[src/rtl/qte_pkg.sv]
// Shared types and constants for the quaternion to Euler angle converter.
`default_nettype none

package qte_pkg;

    localparam int QW          = 16;
    localparam int AW          = 16;
    localparam int MFRAC       = 24;
    localparam int ANGLE_FRAC  = 13;
    localparam int ANG_SHIFT   = MFRAC - ANGLE_FRAC;
    localparam int ANGLE_LIMIT = 25736;

    localparam int PROD_W      = 2 * QW;
    localparam int NQ_W        = PROD_W + 1;
    localparam int NUM_W       = PROD_W + 3;
    localparam int QUO_W       = MFRAC + 1;
    localparam int DIVD_W      = NQ_W + QUO_W;
    localparam int DIV_STEPS   = QUO_W;
    localparam int MW          = MFRAC + 2;

    localparam int SQ_IN_W     = 2 * MW;
    localparam int SQ_STEPS    = SQ_IN_W / 2;
    localparam int SQ_ROOT_W   = SQ_STEPS;
    localparam int SQ_REM_W    = SQ_ROOT_W + 2;

    localparam int CIN_W        = MW + 2;
    localparam int CW           = CIN_W + 2;
    localparam int ZW           = 28;
    localparam int CORDIC_STEPS = 24;
    localparam int CORDIC_LAT   = CORDIC_STEPS + 1;

    localparam int LATENCY = 4 + DIV_STEPS + 4 + SQ_STEPS + 1 + CORDIC_LAT + 1;

    localparam int CFG_IDX_W  = 3;
    localparam int CFG_DATA_W = 8;

    localparam logic [CFG_IDX_W-1:0] CFG_FIRST_AXIS = 3'd0;
    localparam logic [CFG_IDX_W-1:0] CFG_PARITY     = 3'd1;
    localparam logic [CFG_IDX_W-1:0] CFG_REPETITION = 3'd2;
    localparam logic [CFG_IDX_W-1:0] CFG_FRAME      = 3'd3;
    localparam logic [CFG_IDX_W-1:0] CFG_THRESHOLD  = 3'd4;

    localparam logic signed [MW-1:0] M_ONE  = MW'(1 << MFRAC);
    localparam logic signed [ZW-1:0] PI_FIX = 28'sd52707179;

    localparam logic signed [ZW-1:0] ARCTAN_TAB [CORDIC_STEPS] = '{
        28'sd13176795, 28'sd7778716, 28'sd4110060, 28'sd2086331,
        28'sd1047214,  28'sd524117,  28'sd262123,  28'sd131069,
        28'sd65536,    28'sd32768,   28'sd16384,   28'sd8192,
        28'sd4096,     28'sd2048,    28'sd1024,    28'sd512,
        28'sd256,      28'sd128,     28'sd64,      28'sd32,
        28'sd16,       28'sd8,       28'sd4,       28'sd2
    };

    typedef struct packed {
        logic signed [QW-1:0] quat_x;
        logic signed [QW-1:0] quat_y;
        logic signed [QW-1:0] quat_z;
        logic signed [QW-1:0] quat_w;
    } quat_in_t;

    typedef struct packed {
        logic signed [AW-1:0] angle_first;
        logic signed [AW-1:0] angle_second;
        logic signed [AW-1:0] angle_third;
        logic                 zero_norm;
        logic                 gimbal_case;
    } euler_out_t;

endpackage

`default_nettype wire

[src/rtl/qte_div.sv]
// Pipelined restoring divider, one quotient bit per stage.
`default_nettype none

module qte_div (
    input  logic                         clk,
    input  logic [qte_pkg::DIVD_W-1:0]   dividend,
    input  logic [qte_pkg::NQ_W-1:0]     divisor,
    output logic [qte_pkg::QUO_W-1:0]    quotient
);
    import qte_pkg::*;

    logic [NQ_W-1:0]  rem_reg [DIV_STEPS];
    logic [QUO_W-1:0] low_reg [DIV_STEPS];
    logic [NQ_W-1:0]  den_reg [DIV_STEPS];
    logic [QUO_W-1:0] quo_reg [DIV_STEPS];

    for (genvar k = 0; k < DIV_STEPS; k++)
    begin : g_step
        logic [NQ_W-1:0]  rem_in;
        logic [NQ_W-1:0]  den_in;
        logic [NQ_W-1:0]  rem_next;
        logic [QUO_W-1:0] low_in;
        logic [QUO_W-1:0] quo_in;
        logic [NQ_W:0]    trial;
        logic             ge;

        if (k == 0)
        begin : g_first
            assign rem_in = dividend[DIVD_W-1:QUO_W];
            assign low_in = dividend[QUO_W-1:0];
            assign den_in = divisor;
            assign quo_in = '0;
        end
        else
        begin : g_rest
            assign rem_in = rem_reg[k-1];
            assign low_in = low_reg[k-1];
            assign den_in = den_reg[k-1];
            assign quo_in = quo_reg[k-1];
        end

        assign trial    = {rem_in, low_in[QUO_W-1]};
        assign ge       = trial >= {1'b0, den_in};
        assign rem_next = ge ? NQ_W'(trial - {1'b0, den_in}) : NQ_W'(trial);

        always_ff @(posedge clk)
        begin
            rem_reg[k] <= rem_next;
            low_reg[k] <= low_in << 1;
            den_reg[k] <= den_in;
            quo_reg[k] <= {quo_in[QUO_W-2:0], ge};
        end
    end

    assign quotient = quo_reg[DIV_STEPS-1];

endmodule

`default_nettype wire

[config.mk]
export PLATFORM = sky130hd
export DESIGN_NAME = qte_div
export DESIGN_NICKNAME = d
export VERILOG_FILES = /design/src/rtl/qte_pkg.sv /design/src/rtl/qte_div.sv
export SDC_FILE = /design/constraint.sdc
export NUM_CORES = 2
export LEC_CHECK = 0
export ABC_AREA = 0
export BUFFER_PORTS_ARGS = -buffer_cell sky130_fd_sc_hd__buf_2
export CAP_MARGIN = 30
export CORE_MARGIN = 4
export CORE_UTILIZATION = 50
export DETAILED_ROUTE_END_ITERATION = 8
export PLACE_DENSITY = 0.7
export SLEW_MARGIN = 15
export SYNTH_ARGS = -nofsm -noshare
export SYNTH_HDL_FRONTEND = slang
export SYNTH_SLANG_ARGS = --single-unit
[constraint.sdc]
create_clock -name clk -period 4.4 [get_ports clk]
set_input_delay 0.66 -clock clk [delete_from_list [all_inputs] [get_ports clk]]
set_output_delay 0.66 -clock clk [all_outputs]
set_load 0.03 [all_outputs]
==> summary.txt <==
Clock network
  • Number of buffers inserted during clock tree synthesis: 219
  • Clock latency of the later-clocked register in the worst-skew pair: 0.88 ns
  • Root Buffer Master: sky130_fd_sc_hd__clkbuf_16
  • Maximum buffer depth of the clock tree: 3
  • CTS clk-pin slew, worst paths: 0.06 ns
  • CTS H-tree lvls: 4
  • Number of sinks on the clock net: 2,209
  • Number of buffers added for setup after CTS: 0
  • CTS tree: done

Synth
  • Most numerous cell in the Yosys netlist: sky130_fd_sc_hd__dfxtp_1
  • Number of enable-type register cells in the synthesized netlist: 0
  • Cell type contributing the most total cell area after synthesis: sky130_fd_sc_hd__dfxtp_1
  • Number of library cell types mapped by synthesis: 104
  • Mean Syn Cell Area: 9.465 um2
  • Number of nets produced by synthesis: 11,174
  • Portion of the post-synthesis area used by sequential elements: 0.4566
  • Area share of the leading cell type in the synthesized netlist: 0.4566
  • Number of instances in the synthesized netlist: 10,233
  • Number of synthesized register bits: 2,209
  • Most numerous cell types in the synthesized netlist: 2,209 x sky130_fd_sc_hd__dfxtp_1, 1,046 x sky130_fd_sc_hd__inv_1, 873 x sky130_fd_sc_hd__a21oi_1, 825 x sky130_fd_sc_hd__ha_1, 703 x sky130_fd_sc_hd__nand2_1
  • Flip-flop cell with the highest count after synthesis: sky130_fd_sc_hd__dfxtp_1
  • Post-Syn Area: 96,860 um2
  • Yosys Warn Count: 0
  • Cell types with the largest area share after synthesis: sky130_fd_sc_hd__dfxtp_1 46%, sky130_fd_sc_hd__ha_1 11%, sky130_fd_sc_hd__a21oi_1 4.5%
  • Fraction of synthesis flops using an asynchronous set or reset pin: 0

Floorplan
  • Starting density of the core: 0.5029
  • Count of standard-cell rows: 161
  • Die area: 200,800 um2
  • Die width: 448.1 um
  • Vertical extent of the die: 448.1 um
  • Area of the core: 192,600 um2
  • # IOs: 117

Worst setup path
  • Crit path kind: flop to flop
  • Endpoint of the lowest-slack register-to-register path: rem_reg[0][192]$_DFF_P_
  • Category of the worst setup path capture point: flop
  • Crit path arrival time: 4.80 ns
  • Launch point of the critical path: den_reg[0][138]$_DFF_P_
  • Cells along the critical path: inv_1 > ha_1 > a2111oi_0 > a211oi_1 > o21ai_0 > a2111oi_0 > buf_4 > o21ai_0 > o22ai_1 > a21oi_1 > xnor2_1 > mux2_2
  • R2R Path Start: den_reg[0][138]$_DFF_P_
  • Cells on worst reg2reg path: 12
  • Cell at the slowest stage of the critical path: sky130_fd_sc_hd__a2111oi_0
  • Type of element launching the critical path: flop
  • Largest fanout of any net on the critical path: 5
  • WP data required: 5.15 ns
  • Slack of the worst reg-to-reg path: 0.35 ns
  • Crit-path max cell delay: 0.64 ns

Place
  • Half-perimeter wire length of the detailed placement result: 186.4 mm
  • Placer congestion estimate: 0.9758
  • # port buffers: 116
  • Post-Place Worst Slack: 0.4021 ns

Layout
  • P&R area growth vs syn: 13.28%
  • Fraction of final layout cells sized beyond drive strength 1: 0.09245
  • Area used by sequential logic in the layout: 44,220 um2
  • Filler cells: 16,702
  • NumNets Final: 11,447
  • Footprint of the multi-input gates: 47,680 um2

Timing
  • # setup viols final: 0
  • Final worst-path cycle share: 0.9212
  • Max-slew violation count: 0
  • TNS Setup: 0 ns
  • RSZ-0062 raised after global routing: no
  • Crit path setup slack, layout: 0.3466 ns
  • Final Hold Vio Count: 0
  • Worst-margin pin slew: 1.045 ns
  • Worst slew margin relative to its limit: 0.2978
  • Fin Hold WS: 0.1593 ns
  • Timing-limited maximum frequency: 246.7 MHz
  • Final clock skew: 0.04904 ns
  • Crit path time final: 4.053 ns

Global routing
  • Number of antenna violations at the first check in global routing: 10
  • Wire length of the first global-routing pass: 376.4 mm
  • Total routing usage reported by global routing: 0.2323
  • GRT overflow: 0
  • Largest net degree at the start of global routing: 65
  • Number of global-route vias before repair: 69,617

Route
  • Via count of the routed design: 71,964
  • Number of DRC markers after the initial detailed-route iteration: 5,644
  • DRC violation count after routing: 0
  • Antenna-violating nets left: 0
  • Wire length per cell: 18.06 um
  • Routed wire length: 238.9 mm
  • Detailed Routing Iterations Pass 1: 5
  • Detailed-route vias per instance: 5.440

Run status
  • Outcome: complete, no violations

Job
  • Count of maximum capacitance violations: 0

Power
  • Static leakage: 50.87 nW
  • Power density cells: 871.2 nW/um2
  • Worst ir drop on vdd: 0.0005061 V

Min path
  • Cell depth of the worst hold path: 3
  • Worst min-delay path class: input port to flop
  • Launch instance of the worst min-delay path: dividend[51]
  • Min-Delay Endpoint: rem_reg[0][27]$_DFF_P_
==> report_power, final <==
| part | switching (W) | internal [W] |
|---|---|---|
| clock network | 0.00817 | 0.0121 |
| registers | 0.00371 | 0.0262 |
| logic | 0.0253 | 0.0201 |
| total | 0.0372 | 0.0584 |
==> worst max-delay path by stage <==
| stage | endpoint | cells after the start |
|---|---|---|
| global placement | rem_reg[1][74]$_DFF_P_ | 15 |
| global route | rem_reg[0][196]$_DFF_P_ | 12 |
| finish | rem_reg[0][192]$_DFF_P_ | 12 |
| detailed placement | rem_reg[0][196]$_DFF_P_ | 14 |
| floorplan | rem_reg[0][19]$_DFF_P_ | 13 |
| CTS | rem_reg[0][196]$_DFF_P_ | 12 |
==> cells in the final DEF, fill, tap and decap left out, types with 28 or more instances in the layout <==
cell	synthesis	layout
sky130_fd_sc_hd__nor2_1	517	517
sky130_fd_sc_hd__nand3_1	171	171
sky130_fd_sc_hd__dlygate4sd3_1	0	89
sky130_fd_sc_hd__a21oi_1	873	872
sky130_fd_sc_hd__nor3_1	105	104
sky130_fd_sc_hd__a211oi_1	60	60
sky130_fd_sc_hd__nand4_1	137	137
sky130_fd_sc_hd__nand2_1	703	703
sky130_fd_sc_hd__o211ai_1	40	40
sky130_fd_sc_hd__clkbuf_8	0	30
sky130_fd_sc_hd__dfxtp_1	2209	2209
sky130_fd_sc_hd__nor2b_1	93	93
sky130_fd_sc_hd__inv_1	1046	1046
sky130_fd_sc_hd__nand2b_1	108	108
sky130_fd_sc_hd__o21a_1	87	85
sky130_fd_sc_hd__mux2_2	250	250
sky130_fd_sc_hd__clkinv_2	0	38
sky130_fd_sc_hd__and3_1	78	78
sky130_fd_sc_hd__buf_2	46	116
sky130_fd_sc_hd__xor2_1	289	289
sky130_fd_sc_hd__o21bai_1	138	137
sky130_fd_sc_hd__xnor2_1	393	393
sky130_fd_sc_hd__or3_1	29	29
sky130_fd_sc_hd__a31oi_1	98	94
sky130_fd_sc_hd__nor4_1	32	30
sky130_fd_sc_hd__clkbuf_16	0	219
sky130_fd_sc_hd__buf_4	10	102
sky130_fd_sc_hd__a211o_1	29	29
sky130_fd_sc_hd__clkbuf_1	201	30
sky130_fd_sc_hd__o31ai_1	54	54
sky130_fd_sc_hd__o21ai_0	638	638
sky130_fd_sc_hd__ha_1	825	825
sky130_fd_sc_hd__a221oi_1	28	28
sky130_fd_sc_hd__a21o_1	453	452
sky130_fd_sc_hd__bufinv_16	0	39
==> stage by stage <==
step	cells	total power [W]	utilization	instance area (um2)
final	13229	0.09560	0.5698	109700
after detailed placement	12721	0.07457	0.5228	100700
after global placement	12720	0.07390	0.5226	100600
after global routing	13225	0.1023	0.5697	109700
after floorplan	10233	0.06321	-	96860
after CTS	13223	0.09550	0.5696	109700
==> logic make-up (layout without fill, tap and decap cells) <==
group / Yosys count / count (layout) / share of synthesized area
flip-flops: 2209 / 2209 / 0.4566
buffers and inverters: 1321 / 1786 / 0.05280
multiplexers: 302 / 302 / 0.03537
other: 0 / 5 / 0
AND/OR/NAND/NOR: 2104 / 2104 / 0.1026
XOR/XNOR: 682 / 682 / 0.06167
AO/OA/AOI/OAI: 2766 / 2766 / 0.1794
adder cells (fa/ha/maj): 849 / 849 / 0.1115
==> critical path: cells and delay by family, from the launching register on <==
family | cells | cell delay [ns]
compound gates | 7 | 2.65
xor+xnor | 1 | 0.08
fa+ha+maj | 1 | 0.34
buf+inv | 2 | 0.26
flops | 1 | 0.34
mux | 1 | 0.26
==> cell type report <==
cell class	count	area share
diodes	5	0.0001140
clock buffers	279	0.05473
clock inverters	134	0.01933
inverters	1049	0.03589
multi-input cells	6703	0.4345
flip-flops and latches	2209	0.4030
well taps	2526	0.02880
repair buffers	324	0.02356
==> layer usage <==
layer / wire (um) / track usage / vias up
met2: 103900 / 0.3664 / 1893
met5: 13 / 0 / -
met4: 7094 / 0.07630 / 2
met1: 115600 / 0.3281 / 33683
li1: - / - / 35994
met3: 12240 / 0.03283 / 392
==> timing repair <==
action,CTS,global route
hold buffers,89,0
resized for setup,0,0
hold endpoints to repair,89,0
(Power assumes the default switching activity.)
